`src/hw/rtl/cst_pkg.sv`:
```
// Shared types and constants for the comment skipping tokenizer.
// Used by cst_front, cst_queue, cst_back and the top level; no dependencies.
package cst_pkg;

   localparam int QUEUE_DEPTH_DEF = 4;
   localparam int BUNDLE_MAX = 3;
   localparam int CNT_W = $clog2(BUNDLE_MAX + 1);

   localparam logic [7:0] CH_SLASH = 8'h2F;
   localparam logic [7:0] CH_STAR = 8'h2A;
   localparam logic [7:0] CH_CR = 8'h0D;
   localparam logic [7:0] WHITE_MAX = 8'h20;

   localparam logic KIND_BYTE = 1'b0;
   localparam logic KIND_END = 1'b1;

   typedef enum logic [6:0] {
      MODE_IDLE       = 7'b0000001,
      MODE_SLASH      = 7'b0000010,
      MODE_TOKEN      = 7'b0000100,
      MODE_LINE       = 7'b0001000,
      MODE_LINE_CR    = 7'b0010000,
      MODE_BLOCK      = 7'b0100000,
      MODE_BLOCK_STAR = 7'b1000000
   } mode_type;

   // All results caused by one input byte.
   typedef struct packed {
      logic [CNT_W-1:0] cnt;
      logic [BUNDLE_MAX-1:0] kind;
      logic [BUNDLE_MAX-1:0][7:0] data;
   } bundle_type;

endpackage

```
`src/hw/rtl/cst_front.sv`:
```
// Front end of the tokenizer: accepts text bytes, runs the lexer state
// machine and builds one result bundle per byte. Depends on cst_pkg.
module cst_front (
   input  logic              clock,
   input  logic              reset,
   input  logic              req_valid,
   output logic              req_ready,
   input  logic [7:0]        req_text_byte,
   input  logic              req_stream_end,
   input  logic              queue_full,
   output logic              push,
   output cst_pkg::bundle_type push_bundle
);
   import cst_pkg::*;

   mode_type mode_ff, mode_in, mode_nx;
   bundle_type bun;
   logic white, take;

   assign white = (req_text_byte != 8'h00) && (req_text_byte <= WHITE_MAX);
   assign req_ready = !queue_full;
   assign take = req_valid && req_ready;

   always_comb begin
      mode_nx = mode_ff;
      bun = '0;
      unique case (mode_ff)
         MODE_IDLE: begin
            if (white) begin
               mode_nx = MODE_IDLE;
            end else if (req_text_byte == CH_SLASH) begin
               mode_nx = MODE_SLASH;
            end else begin
               bun.data[0] = req_text_byte;
               bun.cnt = CNT_W'(1);
               mode_nx = MODE_TOKEN;
            end
         end
         MODE_SLASH: begin
            if (req_text_byte == CH_SLASH) begin
               mode_nx = MODE_LINE;
            end else if (req_text_byte == CH_STAR) begin
               mode_nx = MODE_BLOCK;
            end else begin
               bun.data[0] = CH_SLASH;
               bun.cnt = CNT_W'(2);
               if (white) begin
                  bun.kind[1] = KIND_END;
                  mode_nx = MODE_IDLE;
               end else begin
                  bun.data[1] = req_text_byte;
                  mode_nx = MODE_TOKEN;
               end
            end
         end
         MODE_TOKEN: begin
            bun.cnt = CNT_W'(1);
            if (white) begin
               bun.kind[0] = KIND_END;
               mode_nx = MODE_IDLE;
            end else begin
               bun.data[0] = req_text_byte;
            end
         end
         MODE_LINE: begin
            if (req_text_byte == CH_CR) begin
               mode_nx = MODE_LINE_CR;
            end
         end
         MODE_LINE_CR: begin
            mode_nx = MODE_IDLE;
         end
         MODE_BLOCK: begin
            if (req_text_byte == CH_STAR) begin
               mode_nx = MODE_BLOCK_STAR;
            end
         end
         MODE_BLOCK_STAR: begin
            if (req_text_byte == CH_SLASH) begin
               mode_nx = MODE_IDLE;
            end else if (req_text_byte != CH_STAR) begin
               mode_nx = MODE_BLOCK;
            end
         end
         default: begin
            mode_nx = MODE_IDLE;
         end
      endcase

      mode_in = mode_nx;
      if (req_stream_end) begin
         // close an open token at end of stream
         if (mode_nx == MODE_SLASH) begin
            bun.data[0] = CH_SLASH;
            bun.kind[1] = KIND_END;
            bun.cnt = CNT_W'(2);
         end else if (mode_nx == MODE_TOKEN) begin
            if (bun.cnt == CNT_W'(1)) begin
               bun.kind[1] = KIND_END;
               bun.cnt = CNT_W'(2);
            end else begin
               bun.kind[2] = KIND_END;
               bun.cnt = CNT_W'(3);
            end
         end
         mode_in = MODE_IDLE;
      end
   end

   assign push = take && (bun.cnt != '0);
   assign push_bundle = bun;

   always_ff @(posedge clock) begin
      if (reset) begin
         mode_ff <= MODE_IDLE;
      end else if (take) begin
         mode_ff <= mode_in;
      end
   end

   a_push_has_room: assert property (@(posedge clock) disable iff (reset)
      push |-> !queue_full)
      else $error("push into full queue");

   a_end_returns_idle: assert property (@(posedge clock) disable iff (reset)
      (take && req_stream_end) |=> (mode_ff == MODE_IDLE))
      else $error("mode not idle after stream end");

   a_token_close: assert property (@(posedge clock) disable iff (reset)
      (take && (mode_ff == MODE_TOKEN) && white) |-> (push && push_bundle.kind[0] == KIND_END))
      else $error("token not closed by whitespace");

endmodule

```
`src/hw/rtl/cst_queue.sv`:
```
// Short queue of result bundles between the front and back ends.
// Depends on cst_pkg.
module cst_queue #(
   parameter int QUEUE_DEPTH = cst_pkg::QUEUE_DEPTH_DEF
) (
   input  logic                clock,
   input  logic                reset,
   input  logic                push,
   input  cst_pkg::bundle_type push_bundle,
   input  logic                pop,
   output logic                full,
   output logic                empty,
   output cst_pkg::bundle_type head
);
   import cst_pkg::*;

   localparam int PTR_W = (QUEUE_DEPTH > 1) ? $clog2(QUEUE_DEPTH) : 1;
   localparam int FILL_W = $clog2(QUEUE_DEPTH + 1);
   localparam logic [PTR_W-1:0] PTR_LAST = PTR_W'(QUEUE_DEPTH - 1);
   localparam logic [FILL_W-1:0] FILL_MAX = FILL_W'(QUEUE_DEPTH);

   bundle_type slot_ff [QUEUE_DEPTH];
   logic [PTR_W-1:0] wr_ptr_ff, wr_ptr_in, rd_ptr_ff, rd_ptr_in;
   logic [FILL_W-1:0] fill_ff, fill_in;
   logic do_push, do_pop;

   assign full = (fill_ff == FILL_MAX);
   assign empty = (fill_ff == '0);
   assign do_push = push && !full;
   assign do_pop = pop && !empty;
   assign head = slot_ff[rd_ptr_ff];

   always_comb begin
      wr_ptr_in = wr_ptr_ff;
      rd_ptr_in = rd_ptr_ff;
      fill_in = fill_ff;
      if (do_push) begin
         wr_ptr_in = (wr_ptr_ff == PTR_LAST) ? '0 : wr_ptr_ff + PTR_W'(1);
      end
      if (do_pop) begin
         rd_ptr_in = (rd_ptr_ff == PTR_LAST) ? '0 : rd_ptr_ff + PTR_W'(1);
      end
      if (do_push && !do_pop) begin
         fill_in = fill_ff + FILL_W'(1);
      end else if (do_pop && !do_push) begin
         fill_in = fill_ff - FILL_W'(1);
      end
   end

   always_ff @(posedge clock) begin
      if (reset) begin
         wr_ptr_ff <= '0;
         rd_ptr_ff <= '0;
         fill_ff <= '0;
      end else begin
         wr_ptr_ff <= wr_ptr_in;
         rd_ptr_ff <= rd_ptr_in;
         fill_ff <= fill_in;
      end
   end

   always_ff @(posedge clock) begin
      if (do_push) begin
         slot_ff[wr_ptr_ff] <= push_bundle;
      end
   end

   a_fill_bound: assert property (@(posedge clock) disable iff (reset)
      fill_ff <= FILL_MAX)
      else $error("queue fill out of range");

   a_fill_track: assert property (@(posedge clock) disable iff (reset)
      (do_push && !do_pop) |=> (fill_ff == $past(fill_ff) + FILL_W'(1)))
      else $error("queue fill did not advance on push");

   a_ptr_match: assert property (@(posedge clock) disable iff (reset)
      empty |-> (wr_ptr_ff == rd_ptr_ff))
      else $error("pointers differ while queue empty");

endmodule

```
`src/hw/rtl/cst_back.sv`:
```
// Back end of the tokenizer: walks the head bundle of the queue and
// presents one result per transaction. Depends on cst_pkg.
module cst_back (
   input  logic                clock,
   input  logic                reset,
   input  logic                empty,
   input  cst_pkg::bundle_type head,
   output logic                pop,
   output logic                rsp_valid,
   input  logic                rsp_ready,
   output logic                rsp_result_kind,
   output logic [7:0]          rsp_token_byte,
   output logic                rsp_run_last
);
   import cst_pkg::*;

   logic [CNT_W-1:0] idx_ff, idx_in;
   logic [1:0] sel;
   logic take;

   assign sel = idx_ff[1:0];
   assign rsp_valid = !empty;
   assign rsp_result_kind = head.kind[sel];
   assign rsp_token_byte = head.data[sel];
   assign rsp_run_last = ((idx_ff + CNT_W'(1)) == head.cnt);
   assign take = rsp_valid && rsp_ready;
   assign pop = take && rsp_run_last;

   always_comb begin
      idx_in = idx_ff;
      if (take) begin
         idx_in = rsp_run_last ? '0 : idx_ff + CNT_W'(1);
      end
   end

   always_ff @(posedge clock) begin
      if (reset) begin
         idx_ff <= '0;
      end else begin
         idx_ff <= idx_in;
      end
   end

   a_idx_in_bundle: assert property (@(posedge clock) disable iff (reset)
      rsp_valid |-> (idx_ff < head.cnt))
      else $error("result index beyond bundle");

   a_idle_idx: assert property (@(posedge clock) disable iff (reset)
      !rsp_valid |-> (idx_ff == '0))
      else $error("result index not cleared while queue empty");

   a_end_zero: assert property (@(posedge clock) disable iff (reset)
      (rsp_valid && rsp_result_kind == KIND_END) |-> (rsp_token_byte == 8'h00))
      else $error("token end mark carries a byte");

endmodule

```
`src/hw/rtl/comment_skipping_tokenizer.sv`:
```
// Top level of the comment skipping tokenizer: front end, bundle queue
// and back end. Depends on cst_pkg, cst_front, cst_queue and cst_back.
//
// Usage:
//   req channel: one text byte per transaction with req_stream_end on the
//   final byte of a stream. Whitespace (0x01..0x20), line comments ending
//   at CR plus the byte after it, and block comments between tokens are
//   dropped.
//   rsp channel: token bytes (kind 0) and token end marks (kind 1);
//   rsp_run_last flags the last result caused by one input byte. A byte
//   that causes nothing produces no transaction.
//   Results enter the queue when their byte is taken; rsp shows the queue head.
//   Throughput: one byte per cycle while the queue has room; the back end
//   delivers one result per cycle while rsp_ready is high; the bundle of a byte
//   with two or three results (a lone slash, end of stream) stays until all are taken.
//   Stall: while rsp_ready is low the queue of QUEUE_DEPTH bundles keeps
//   taking bytes; req_ready drops only when it is full.
//   Reset: the lexer returns to between tokens and the queue empties.
module comment_skipping_tokenizer #(
   parameter int QUEUE_DEPTH = cst_pkg::QUEUE_DEPTH_DEF
) (
   input  logic       clock,
   input  logic       reset,
   input  logic       req_valid,
   output logic       req_ready,
   input  logic [7:0] req_text_byte,
   input  logic       req_stream_end,
   output logic       rsp_valid,
   input  logic       rsp_ready,
   output logic       rsp_result_kind,
   output logic [7:0] rsp_token_byte,
   output logic       rsp_run_last
);
   import cst_pkg::*;

   bundle_type push_bundle, head;
   logic push, pop, full, empty;

   cst_front u_front (
      .clock          (clock),
      .reset          (reset),
      .req_valid      (req_valid),
      .req_ready      (req_ready),
      .req_text_byte  (req_text_byte),
      .req_stream_end (req_stream_end),
      .queue_full     (full),
      .push           (push),
      .push_bundle    (push_bundle)
   );

   cst_queue #(
      .QUEUE_DEPTH (QUEUE_DEPTH)
   ) u_queue (
      .clock       (clock),
      .reset       (reset),
      .push        (push),
      .push_bundle (push_bundle),
      .pop         (pop),
      .full        (full),
      .empty       (empty),
      .head        (head)
   );

   cst_back u_back (
      .clock           (clock),
      .reset           (reset),
      .empty           (empty),
      .head            (head),
      .pop             (pop),
      .rsp_valid       (rsp_valid),
      .rsp_ready       (rsp_ready),
      .rsp_result_kind (rsp_result_kind),
      .rsp_token_byte  (rsp_token_byte),
      .rsp_run_last    (rsp_run_last)
   );

endmodule

```
`config.mk`:
```
export PLATFORM = sky130hd
export DESIGN_NAME = comment_skipping_tokenizer
export DESIGN_NICKNAME = d
export VERILOG_FILES = /design/src/hw/rtl/cst_pkg.sv /design/src/hw/rtl/cst_front.sv /design/src/hw/rtl/cst_queue.sv /design/src/hw/rtl/cst_back.sv /design/src/hw/rtl/comment_skipping_tokenizer.sv
export SDC_FILE = /design/constraint.sdc
export NUM_CORES = 1
export LEC_CHECK = 0
export BUFFER_PORTS_ARGS = -buffer_cell sky130_fd_sc_hd__buf_4
export CAP_MARGIN = 30
export CORE_MARGIN = 5
export CORE_UTILIZATION = 65
export CTS_CLUSTER_DIAMETER = 100
export CTS_CLUSTER_SIZE = 20
export DETAILED_ROUTE_END_ITERATION = 7
export PLACE_DENSITY = 0.89
export SLEW_MARGIN = 30
export SYNTH_ARGS = -nofsm -noshare
export SYNTH_HDL_FRONTEND = slang
export SYNTH_HIERARCHICAL = 1
export SYNTH_SLANG_ARGS = --single-unit
```
`constraint.sdc`:
```
create_clock -name clock -period 8.4 [get_ports clock]
set_input_delay 1.68 -clock clock [delete_from_list [all_inputs] [get_ports clock]]
set_output_delay 1.68 -clock clock [all_outputs]
set_load 0.01 [all_outputs]
```
## Word-level counts from Yosys, hierarchy flattened

Memory sizes are Yosys's and may differ from the RTL's. A register that Yosys moved wholly into a read port is not among the register bits.
Cells that the tools add are included.

| storage, ports and cells | value |
|---|---|
| register bits after elaboration | 16 |
| memories kept | 1 |
| input port bits | 13 |
| word-level logic and storage cells | 99 |
| output and inout bits | 12 |
| RAM bits | 84 |

Memory list:

| name | words | width | rd ports | clocked after memory_dff | wr ports | line | source |
|---|---|---|---|---|---|---|---|
| u_queue.slot_ff | 4 | 21 | 1 | 1 | 1 | cst_queue.sv:22 | `bundle_type slot_ff [QUEUE_DEPTH];` |

| cells by class | value |
|---|---|
| mux-type cells | 52 |
| equal/unequal tests | 17 |
| reduce and logical (&&, ||, !) cells | 17 |
| $add $sub $neg | 5 |
| order comparisons | 2 |

Operator list:

| kind | number |
|---|---|
| $mux 7 | 8 |
| $mux 8 | 7 |
| $pmux 7 s6 | 1 |
| $mux 16 | 2 |
| $pmux 8 s3 | 1 |
| $mux 2 | 9 |
| $bmux 8 s2 | 1 |
| $eq 8x6->1 const B | 2 |
| $eq 7x2->1 const B | 2 |
| $eq 7x3->1 const B | 2 |
| $mux 1 | 14 |
| $mux 3 | 4 |
| $logic_and 1x1->1 | 9 |
| $eq 8x4->1 const B | 1 |
| $le 8x6->1 const B | 1 |
| $mux 4 | 2 |
| $ne 8x6->1 const B | 1 |
| $reduce_bool 8->1 | 1 |
| $eq 7x1->1 const B | 1 |
| $eq 7x4->1 const B | 1 |
| $eq 7x6->1 const B | 1 |
| $eq 7x7->1 const B | 1 |
| $add 2x1->2 const B | 3 |
| $mux 6 | 1 |
| 12 further kinds | 17 |

## Longest topological paths before layout

Gate-level depths: netlist (run 1).

| logic depth | value |
|---|---|
| depth after elaboration | 17 |
| depth in mapped cells | 14 |
| gate-level depth less buffers | 13 |

## Modules after synthesis

Netlist (run 1), hierarchy kept.

Modules (own cells, without submodules):

| module | area an instance (um^2) | instances | cells an instance | sequential area each (um^2) |
|---|---|---|---|---|
| cst_queue | 4673.2 | 1 | 201 | 3663.5 |
| cst_front | 935.9 | 1 | 131 | 140.1 |
| cst_back | 329.1 | 1 | 47 | 40.0 |

## Worst setup path after synthesis (run 1)

Ideal clock, no wire load.

| timing | value |
|---|---|
| kind | in2reg |
| start point | input req_text_byte[0] |
| end point | register u_queue.fill_ff[2] |
| data arrival time | 4.738 ns |
| slack | 3.592 ns |
| buffers on the path | 1 |
| data required time | 8.330 ns |
| library setup time | 0.070 ns |
| stages | 14 |
| cells stage by stage | or4_1 or3_1 nand3_1 buf_2 o211ai_1 a31oi_1 inv_1 nor2_2 ha_1 inv_1 fa_1 xor2_1 or3_2 a21oi_1 |

| on the way | value |
|---|---|
| cells in the longest elaborated chain, start to end | 16 |
| elaborated cells on any way between the ends | 38 |
| those cells by class | order compare (1); eq/ne (7); mux (21); reduce/logical (9) |

RTL lines:

| element | line | source |
|---|---|---|
| from (decl) | comment_skipping_tokenizer.sv:26 | `input logic [7:0] req_text_byte,` |
| $le 8x6->1 / $reduce_bool 8->1 (equally long branches) | cst_front.sv:20 | `assign white = (req_text_byte != 8'h00) && (req_text_byte <= WHITE_MAX);` |
| $logic_and 1x1->1 | cst_front.sv:20 |  |
| $mux 3 | cst_front.sv:47 | `if (white) begin` |
| $mux 6 | cst_front.sv:42 | `end else if (req_text_byte == CH_STAR) begin` |
| $mux 7 | cst_front.sv:40 | `if (req_text_byte == CH_SLASH) begin` |
| $pmux 7 s6 | cst_front.sv:27 | `unique case (mode_ff)` |
| $eq 7x3->1 | cst_front.sv:97 | `end else if (mode_nx == MODE_TOKEN) begin` |
| $mux 4 | cst_front.sv:97 |  |
| [... 2 more ...] | -- |  |
| $reduce_bool 2->1 * | cst_front.sv:110 | `assign push = take && (bun.cnt != '0);` |
| $logic_and 1x1->1 * | cst_front.sv:110 |  |
| named net push | comment_skipping_tokenizer.sv:37 | `logic push, pop, full, empty;` |
| $logic_and 1x1->1 * | cst_queue.sv:29 | `assign do_push = push && !full;` |
| named net u_queue.do_push | cst_queue.sv:25 | `logic do_push, do_pop;` |
| $logic_not 1->1 | cst_queue.sv:45 | `end else if (do_pop && !do_push) begin` |
| $logic_and 1x1->1 | cst_queue.sv:45 |  |
| $reduce_bool 2->1 (no source line) | -- |  |
| to (signal assigned) | cst_queue.sv:58 | `fill_ff <= fill_in;` |
| to (decl) | cst_queue.sv:24 | `logic [FILL_W-1:0] fill_ff, fill_in;` |

The timed path passes the listed nets; every way through them passes the cells marked *.
A chain may end at the register's enable or synchronous reset.

## Worst setup path in the final report (run 1)

Ends and elaborated chain as after synthesis.

==> results of run 1 <==
-- power groups by stage --
stage,logic (W),clock network [W],registers [W]
finish,0.000386,0.000649,0.000881
global route,0.000419,0.000692,0.000889
CTS,0.000388,0.000658,0.000881
detailed placement,0.000381,0,0.000893
global placement,0.000364,0,0.000884
floorplan,0.000293,0,0.000853
-- area by class of cell --
cell class | instances | area, um2 | share of cell area [%]
Timing Repair Buffer | 26 | 195 | 2.94
Inverter | 8 | 35.0 | 0.528
Clock buffer | 17 | 414 | 6.24
Sequential cell | 134 | 3850 | 58.0
Multi-Input combinational cell | 215 | 1890 | 28.5
Tap cell | 108 | 135 | 2.04
Clock inverter | 15 | 119 | 1.79
-- metal layers --
metal / vias up / global-route usage, % / routed length (um)
met2: 137 / 34.7 / 5730
li1: 1525 / - / -
met5: - / 0 / 0
met4: 0 / 8.05 / 153
met1: 1668 / 29.5 / 4660
met3: 10 / 4.34 / 731
-- sequential cells by signal, summed over array words and instances, names as in the netlist, named ones only --
signal	cells
u_back/idx_ff	2
u_front/mode_ff	7
u_queue/fill_ff	3
u_queue/rd_ptr_ff	2
u_queue/slot_ff	116
u_queue/wr_ptr_ff	2
-- path summary, 6_finish.rpt --
check | slack, ns | endpoint | start
worst max-delay path | 3.48 | u_queue/fill_ff[2]$_SDFFE_PP0P_ | req_text_byte[0]
worst max register to register | 4.66 | u_queue/fill_ff[2]$_SDFFE_PP0P_ | u_front/mode_ff[2]$_SDFFE_PP0P_
worst min-delay path | 0.49 | flop | u_queue/rd_ptr_ff[0]$_SDFFE_PP0P_
worst min register to register | 0.49 | flop | u_queue/rd_ptr_ff[0]$_SDFFE_PP0P_
-- cell families (layout without fill, tap and decap cells) --
kind of cell | after synthesis | after routing | share of synthesized area (%)
DFF | 134 | 134 | 64.7
buffers and inverters | 37 | 66 | 3.90
muxes | 40 | 40 | 12.9
xor gates and xnor gates | 8 | 8 | 1.18
other | 1 | 8 | 0.0632
adders and majority gates | 7 | 7 | 1.60
and+or+nand+nor | 100 | 100 | 9.78
AOI/OAI and AO/OA | 52 | 52 | 5.90
-- per-stage QoR --
stage,worst slack [ns],power (W),std cells
global placement,3.25,0.00125,491
global route,3.30,0.00200,523
CTS,3.54,0.00193,523
floorplan,3.59,0.00115,386
detailed placement,3.05,0.00127,491
finish,3.48,0.00192,523
-- layout by cell type, fill, tap and decap left out, types with 6 or more instances in the layout --
master     instances
nand2_1           21
mux2i_1           11
ha_1               6
o21ai_1            7
dfxtp_1           17
nor3_1             7
inv_6              6
nand4_1            6
buf_4             26
clkbuf_16         16
nor2_1            13
inv_1              7
a21oi_1            8
conb_1             8
mux4_2            29
o21ai_0           11
edfxtp_1         116
-- critical path: cells and delay by family --
kind / cells / cell delay [ns]
buf+inv: 3 / 0.33
xor+xnor: 1 / 0.19
simple gates: 5 / 1.80
compound gates: 3 / 0.76
fa+ha+maj: 2 / 0.60
==> results.md, run 1 <==
* Status: complete, no violations
* Gate power share at between 20% and 30%
* Fin nets at between 400 and 500
* Largest net degree at the start of global routing at 30
* RSZ-0062 raised after global routing: false
* Die area at roughly 11000 um2
* Max Freq at 0.203 GHz
* Sink Count at between 100 and 150
* Most used cell, CP: inv_1
* Crit Path Class: in -> reg
* Sequential share of power at 46.0%
* Clock-pin slew on the worst setup and hold paths at roughly 0.060 ns
* Largest stage delay on the critical path at 0.53 ns
* CTS Buf Count at 17
* Seq/Total Area, Yosys at between 60% and 70%
* Placer Congestion at 0.876
* Pwr per Cell Area at roughly 290 nW/um2
* Final TNS setup at 0 ns
* First-pass GRT wire length at roughly 18000 um
* # IOs at 25
* Distinct cells, synth at just over 60
* CTS tree: yes
* WL final at 11300 um
* Slew Limit Fails at 0
* Worst slew pin tran at between 0.8 and 0.9 ns
* Total track usage at a little over a fifth
* Die width at 106 um
* Hold Crit Depth at 2
* Post-Synthesis Cells at about 380
* Root buffer cell: clkbuf_8
* Initial detailed-routing violation count at just under 300
* Area Growth Syn to Fin at 11.7%
* Hold violation total from the final report at 0
* Vias at between 3000 and 4000
* CP Max Fanout at 11
* Int Power at between 0.001 and 0.0015 W
* Final setup viols at 0
* Die height at about 110 um
* Area of the mapped netlist at around 5900 um2
* Post-synth EDFFs at 116
* Most frequent cell after synthesis: edfxtp_1
* Leakage power total at 2.23 nW
* Total gr overflow at 0
* Post-DP Area at approximately 6000 um2
* Clock Path Buffers at 2
* Via-to-Cell Ratio at 6.39
* Clock H-tree levels at 4
* Initial antenna violation count at 0
* Postcts setup bufs at 0
* Starting density of the core at approximately two thirds
* Synth Flop Type: edfxtp_1
* Commonest cells post-synth: 116 x edfxtp_1, 29 x mux4_2, 21 x nand2_1
* Hold_buf cts at 0
* Critical-path top delay cell: or4_1
* Max Cap Viol at 0
* Startpoint types: input port
* Skew final at between 0.008 and 0.009 ns
* Period utilisation layout at between 50% and 60%
* DRT Pass-1 Iters at 5
* Drt drc at 0
* Cell taking the most area after synthesis: edfxtp_1
* Reg2reg path depth at 12
* Worst rel slew slack at a little over two fifths
* Diode count at 0
* Syn. warnings at 6
* # fillers at approximately 500
* Clock share of power at 33.9%
* DR WL/cell at 21.5 um
* Largest cells by area after synthesis: edfxtp_1 59%, mux4_2 11%, dfxtp_1 6.1%
* HPWL Detailed at between 6000 and 7000 um
* Post-synth ARST share at 0%
* Worst path cell trace: buf_4 -> or4_1 -> or3_1 -> nand3_1 -> o211ai_1 -> a31oi_1 -> inv_1 -> nor2_2 -> ha_1 -> inv_1 -> fa_1 -> xor2_1 -> or3_2 -> a21oi_1
* Maximum vdd drop at between 0.15 and 0.2 mV
* Post-synthesis average cell area at between 15 and 20 um2
* Final hold slack at 0.493 ns
* Vias in the first global route at roughly 3300
* Core ar. at just under 9000 um2
* I/O Buffers at 24
* Worst skew pair latency at around 0.51 ns
* Worst path required time at 8.84 ns
* Hold WC Path Type: reg -> reg
* Min Tclk post-route at between 4 and 5 ns
* ANT nets after route at 0
* Post-synth top area share at between 50% and 60%
* Resized cells post-CTS at 0
* Final instance area at 6640 um2
* CP Data Arrival Time at around 5.4 ns
* Nature of the critical path endpoint: flop
* Final Util at ~75%
* Sw Ratio at 28.4%
* Post-synthesis register bit count at 134
* Rows at 34
* Proportion of layout cells with a drive suffix above 1 at between 20% and 30%
* Psw at between 0.0005 and 0.0006 W
Power figures use the tool's default switching activity.
==> inputs of run 2 (changes only) <==
Settings changed: ABC_AREA set to 1, CORE_UTILIZATION 65 to 63, PLACE_DENSITY 0.89 to 0.87.
Clock period 8.4 ns to 4.8 ns, I/O delays scaled along.
==> results.md, run 2 <==
* Status: complete, no violations
* Post-synth EDFFs at 116 (unchanged)
* Most common cell after layout, fill and taps aside: edfxtp_1
* Slew Limit Fails at 0 (unchanged)
* Initial antenna violation count at 0 (unchanged)
* Starting density of the core at 65.2% (-2.2 points)
* Most frequent cells in the layout: 116 x edfxtp_1, 89 x nor2_1, 61 x o21ai_0
* Area taken by multi-input logic gates at 2210 um2 (+17%)
* Reg2reg path depth at 19 (+7)
* Max Freq at between 0.2 and 0.3 GHz
* Top reg by flops: u_queue/slot_ff
* Hold Crit Start: u_front/mode_ff[3]$_SDFFE_PP0P_
* Syn. warnings at 6 (unchanged)
* Clock H-tree levels at 4 (unchanged)
* Hold WC Path Type: reg -> reg
* CP Max Fanout at 36 (+25)
* Cell taking the most area after synthesis: edfxtp_1
* FF/Latch Area at 3840 um2 (about the same)
* Synth Flop Type: edfxtp_1
* Top flop regs: u_queue/slot_ff (116), u_front/mode_ff (7), u_queue/fill_ff (3)
* Leakage power total at 2.72 nW (+22%)
* CP Data Arrival Time at 2.65 ns (-2.71 ns)
* Diode count at 0 (unchanged)
* Max reg flops at 116 (unchanged)
* Largest cells by area after synthesis: edfxtp_1 54%, dfxtp_1 5.6%, nor2_1 5.4%
* Die height at 111 um (+5.2%)
* Worst R2R Setup Slack at 1.62 ns (-3.04 ns)
* Startpoint types: flop
* CTS Buf Count at 17 (unchanged)
* DRT Pass-1 Iters at 5 (unchanged)
* Maximum vdd drop at 0.295 mV (+94%)
* WHS Endpoint: u_front/mode_ff[3]$_SDFFE_PP0P_
* HPWL Detailed at 8440 um (+21%)
* Worst slew pin tran at 0.874 ns (+0.00555 ns)
* Max Cap Viol at 0 (unchanged)
* Final worst slack at 1.19 ns (-2.30 ns)
* Worst rel slew slack at 41.7% (-0.37 points)
* Resized cells post-CTS at 0 (unchanged)
* # IOs at 25 (unchanged)
* Root buffer cell: clkbuf_8
* Vias at 4395 (+32%)
* # fillers at 604 (+22%)
* Distinct cells, synth at 37 (-39%)
* Period utilisation layout at between 70% and 80%
* Post-Synthesis Cells at 578 (+53%)
* ANT nets after route at 0 (unchanged)
* Hold violation total from the final report at 0 (unchanged)
* Post-synthesis register bit count at 134 (unchanged)
* Hold Crit Depth at 2 (unchanged)
* Largest stage delay on the critical path at 0.48 ns (-0.05 ns)
* CTS tree: yes
* Area Growth Syn to Fin at 12.9%
* Largest net degree at the start of global routing at 59 (+97%)
* Area of the mapped netlist at 6440 um2 (+8.4%)
* Clock-pin slew on the worst setup and hold paths at 0.06 ns (about the same)
* WL final at 13800 um (+22%)
* Initial detailed-routing violation count at 387 (+32%)
* Final TNS setup at 0 ns (unchanged)
* Rows at 36 (+5.9%)
* Seq/Total Area, Yosys at 59.7% (-5.0 points)
* Most frequent cell after synthesis: edfxtp_1
* DR WL/cell at 18.4 um (-15%)
* Post-synth ARST share at 0% (unchanged)
* Drt drc at 0 (unchanged)
* Clock Path Buffers at 2 (unchanged)
* Total gr overflow at 0 (unchanged)
* Postcts setup bufs at 0 (unchanged)
* Final setup viols at 0 (unchanged)
* Post-synth top area share at 54.1% (-4.5 points)
* Crit Path Class: reg -> out
* Placer Congestion at 0.948 (+8.2%)
* Proportion of layout cells with a drive suffix above 1 at 24.5% (-1.3 points)
* Core ar. at 9860 um2 (+12%)
* Die width at 111 um (+5.2%)
* Worst path required time at 3.84 ns (-5.00 ns)
* First-pass GRT wire length at 22000 um (+22%)
* RSZ-0062 raised after global routing: false
* Post-synthesis average cell area at 11.1 um2 (-29%)
* Fin nets at 624 (+48%)
* Pre-CTS WS at 1.33 ns (-1.72 ns)
* I/O Buffers at 24 (unchanged)
* Hold_buf cts at 0 (unchanged)
* WP buf/inv at 3 (unchanged)
* Total track usage at 23.0% (+1.5 points)
* Min Tclk post-route at 3.61 ns
* Vias in the first global route at 4344 (+30%)
* Via-to-Cell Ratio at 5.86 (-8.2%)
* Skew final at 0.00593 ns (-0.00306 ns)
* Nature of the critical path endpoint: output port
* Worst path cell trace: inv_2 -> buf_12 -> o21ai_0 -> o22ai_2 -> nor2_1 -> o31ai_1 -> buf_4
* Cell family with most CP delay: buffers and inverters
* Critical-path top delay cell: inv_2
* Commonest cells post-synth: 116 x edfxtp_1, 93 x nor2_1, 61 x o21ai_0
* Reg2Reg Capture Point: u_queue/fill_ff[2]$_SDFFE_PP0P_
* Pwr per Cell Area at 554 nW/um2 (+92%)
* Sink Count at 134 (unchanged)
* Worst skew pair latency at 0.52 ns (about the same)
* Die area at 12300 um2 (+11%)
-- run 2: cell count changes in the layout (fill, tap and decap cells not counted), moves of 8 or more --
cell     previous run  this run
nor2_1             13        89
o21ai_0            11        61
nand2_1            21        60
inv_1               7        38
mux4_2             29         0
nor2_4              0        26
o22ai_2             0        20
nand3_1             5        23
nor2_2              1        16
mux2i_1            11         0
inv_2               0         9
o22ai_1             1        10
o31ai_1             0         8
-- run 2: worst max path at each step --
stage               cells past startpoint                               to        startpoint
finish                                  7                rsp_token_byte[1]              flop
global route                           10                     rsp_run_last              flop
CTS                                     7                rsp_token_byte[1]              flop
detailed placement                     23  u_queue/fill_ff[2]$_SDFFE_PP0P_  req_text_byte[0]
global placement                       23  u_queue/fill_ff[2]$_SDFFE_PP0P_  req_text_byte[2]
floorplan                              13  u_queue/slot_ff[3][0]$_DFFE_PP_  req_text_byte[7]
-- run 2: routing by layer --
layer | track usage (%) | wire length (um) | share of wire [%]
met1 | 28.8 | 5630 | 41
met2 | 38.7 | 6930 | 50
met3 | 5.62 | 935 | 6.8
met4 | 9.16 | 285 | 2.1
met5 | 0 | 0 | 0
-- run 2: stage by stage --
step / cell area, um2 / utilization, % / instances / hold WS, ns / power (W)
floorplan: 6460 / - / 585 / 0.453 / 0.00233
global placement: 6650 / 67.4 / 718 / 0.475 / 0.00262
detailed placement: 6650 / 67.4 / 718 / 0.503 / 0.00267
CTS: 7270 / 73.7 / 750 / 0.512 / 0.00404
global route: 7270 / 73.7 / 750 / 0.543 / 0.00422
finish: 7270 / 73.7 / 750 / 0.511 / 0.00403
-- run 2: kinds of logic after synthesis --
family                     share of synthesized area (%)
AOI/OAI and AO/OA                                   12.2
and+or+nand+nor                                     19.8
xor gates and xnor gates                           0.272
other                                             0.0583
DFF                                                 59.7
buffers and inverters                               6.49
adders and majority gates                           1.48
-- run 2: power breakdown --
group / internal, W / switching (W)
Clock: 0.000850 / 0.000488
Sequential: 0.00146 / 0.000104
Combinational: 0.000408 / 0.000718
Total: 0.00272 / 0.00131
-- run 2: worst reg2reg max path: stages (launching register included) --
cell,delay [ns]
dfxtp_1,0.33
inv_2,0.48
buf_12,0.36
o21ai_0,0.16
o22ai_1,0.21
inv_1,0.08
nand3_1,0.08
nand2_1,0.09
nand3_2,0.08
inv_1,0.07
nand2_1,0.12
ha_1,0.18
inv_1,0.07
fa_1,0.39
inv_1,0.08
nand2_1,0.07
nand3_1,0.08
nand2_1,0.05
inv_1,0.05
nor2_1,0.04
-- run 2: cell type report --
type / count / share of cell area (%)
Clock buffer: 18 / 5.75
Clock inverter: 14 / 2.75
Inverter: 48 / 2.51
Multi-Input combinational cell: 372 / 30.4
Sequential cell: 134 / 52.9
Tap cell: 133 / 2.29
Timing Repair Buffer: 31 / 3.37
==> inputs of run 3 (changes only) <==
Clock period 4.8 ns to 3.6 ns, I/O delays scaled along.
==> results.md, run 3 (synthesis gave the netlist of run 2 again) <==
* Most frequent cells in the layout: 116 x edfxtp_1, 89 x nor2_1, 61 x o21ai_0
* Area Growth Syn to Fin at 12.3%
* Worst path required time at 2.88 ns (-0.96 ns)
* Hold violation total from the final report at 0 (unchanged)
* Hold Crit Depth at 2 (unchanged)
* Startpoint types: flop
* Max Freq at between 0.2 and 0.3 GHz
* Clock-pin slew on the worst setup and hold paths at 0.06 ns (about the same)
* Rows at 36 (unchanged)
* Fin cells at 756 (+0.80%)
* Root buffer cell: clkbuf_8
* Largest net degree at the start of global routing at 30 (-49%)
* Initial antenna violation count at 0 (unchanged)
* Fin nets at 630 (+0.96%)
* Final setup viols at 0 (unchanged)
* Placer Congestion at 0.921 (-2.8%)
* Core ar. at 9860 um2 (unchanged)
* DR WL/cell at 18.5 um (+0.44%)
* Pwr per Cell Area at 718 nW/um2 (+30%)
* Hold_buf cts at 0 (unchanged)
* Resized cells post-CTS at 0 (unchanged)
* ANT nets after route at 0 (unchanged)
* Nature of the critical path endpoint: output port
* Vias in the first global route at 4360 (+0.37%)
* Status: complete, no violations
* CTS Buf Count at 17 (unchanged)
* Worst R2R Setup Slack at 0.55 ns (-1.07 ns)
* Min Tclk post-route at ~3.4 ns
* Drt drc at 0 (unchanged)
* Postcts setup bufs at 0 (unchanged)
* WL final at 14000 um (+1.2%)
* CP Data Arrival Time at 2.63 ns (-0.02 ns)
* Final hold slack at 0.448 ns (-0.0632 ns)
* Crit Path Class: reg -> out
* Clock H-tree levels at 4 (unchanged)
* Maximum vdd drop at 0.495 mV (+68%)
* Top reg by flops: u_queue/slot_ff
* Diode count at 0 (unchanged)
* Top flop regs: u_queue/slot_ff (116), u_front/mode_ff (7), u_queue/fill_ff (3)
* CP Max Fanout at 27 (-25%)
* Final TNS setup at 0 ns (unchanged)
* Leakage power total at 2.70 nW (-0.79%)
* Starting density of the core at 65.2% (unchanged)
* Max reg flops at 116 (unchanged)
* Die area at 12300 um2 (unchanged)
* Dpl cells at 724 (+0.84%)
* Skew final at 0.00659 ns (+0.000655 ns)
* Total track usage at 23.3% (+0.26 points)
* CTS tree: yes
* I/O Buffers at 24 (unchanged)
* Initial detailed-routing violation count at 486 (+26%)
* Die width at 111 um (unchanged)
* RSZ-0062 raised after global routing: false
* Die height at 111 um (unchanged)
* Hold WC Path Type: in -> reg
* Proportion of layout cells with a drive suffix above 1 at 25.4% (+0.89 points)
* First-pass GRT wire length at 22300 um (+1.2%)
* DRT Pass-1 Iters at 6 (+1)
* Max Cap Viol at 0 (unchanged)
* Period utilisation layout at 93.1%
* Vias at 4452 (+1.3%)
* Worst slew pin tran at 0.517 ns (-0.357 ns)
* Most common cell after layout, fill and taps aside: edfxtp_1
* Reg2reg path depth at 16 (-3)
* Worst rel slew slack at 65.5% (+24 points)
* Worst Setup EP: rsp_result_kind
* Final instance area at 7230 um2 (-0.57%)
* Final Util at 73.2% (-0.42 points)
* Total gr overflow at 0 (unchanged)
* Reg2Reg Capture Point: u_queue/fill_ff[2]$_SDFFE_PP0P_
* # IOs at 25 (unchanged)
* Slew Limit Fails at 0 (unchanged)
* Post-DP Area at 6680 um2 (+0.49%)
* Worst skew pair latency at 0.53 ns (about the same)
* Via-to-Cell Ratio at 5.89 (+0.49%)
* Sink Count at 134 (unchanged)
* Clock Path Buffers at 2 (unchanged)
* HPWL Detailed at 8660 um (+2.6%)
run 3: final cells by class:
class                           instances  area [um2]
Timing Repair Buffer                   37         278
Fill cell                             608        2640
Clock inverter                         15         130
Sequential cell                       134        3840
Inverter                               48         183
Multi-Input combinational cell        372        2210
Tap cell                              133         166
Clock buffer                           17         414
run 3: through the flow:
stage / power (W) / setup WS (ns)
3_3_place_gp: 0.00351 / 0.528
5_1_grt: 0.00543 / 0.157
3_5_place_dp: 0.00359 / 0.358
2_1_floorplan: 0.00311 / 0.174
6_report: 0.00519 / 0.250
4_1_cts: 0.00519 / 0.218
run 3: routing by layer:
| metal | wire length (um) | vias up | global-route usage, % |
|---|---|---|---|
| met4 | 352 | 0 | 9.25 |
| met5 | 0 | - | 0 |
| met1 | 5440 | 2143 | 28.1 |
| li1 | - | 2060 | - |
| met3 | 920 | 37 | 5.57 |
| met2 | 7250 | 212 | 40.4 |
run 3: critical path, cell delays in order (launching register included):
cell	delay [ns]
dfxtp_1	0.47
buf_4	0.25
inv_2	0.07
buf_4	0.31
o21ai_0	0.20
o22ai_2	0.14
nor2_1	0.08
o31ai_1	0.38
buf_4	0.20
run 3: power by group:
group,switching (W),internal [W],total [W]
clock network,0.000656,0.000915,0.00157
registers,0.0000908,0.00194,0.00203
logic,0.00102,0.000562,0.00158
total,0.00177,0.00342,0.00519
run 3: worst min-delay path by stage:
stage / startpoint / end / slack (ns)
floorplan: u_front/mode_ff[1]$_SDFFE_PP0P_ / u_front/mode_ff[1]$_SDFFE_PP0P_ / 0.45
detailed placement: u_front/mode_ff[1]$_SDFFE_PP0P_ / u_front/mode_ff[1]$_SDFFE_PP0P_ / 0.49
global route: reset / u_front/mode_ff[2]$_SDFFE_PP0P_ / 0.45
finish: reset / u_front/mode_ff[2]$_SDFFE_PP0P_ / 0.45
global placement: u_front/mode_ff[1]$_SDFFE_PP0P_ / u_front/mode_ff[1]$_SDFFE_PP0P_ / 0.47
CTS: reset / u_front/mode_ff[2]$_SDFFE_PP0P_ / 0.43
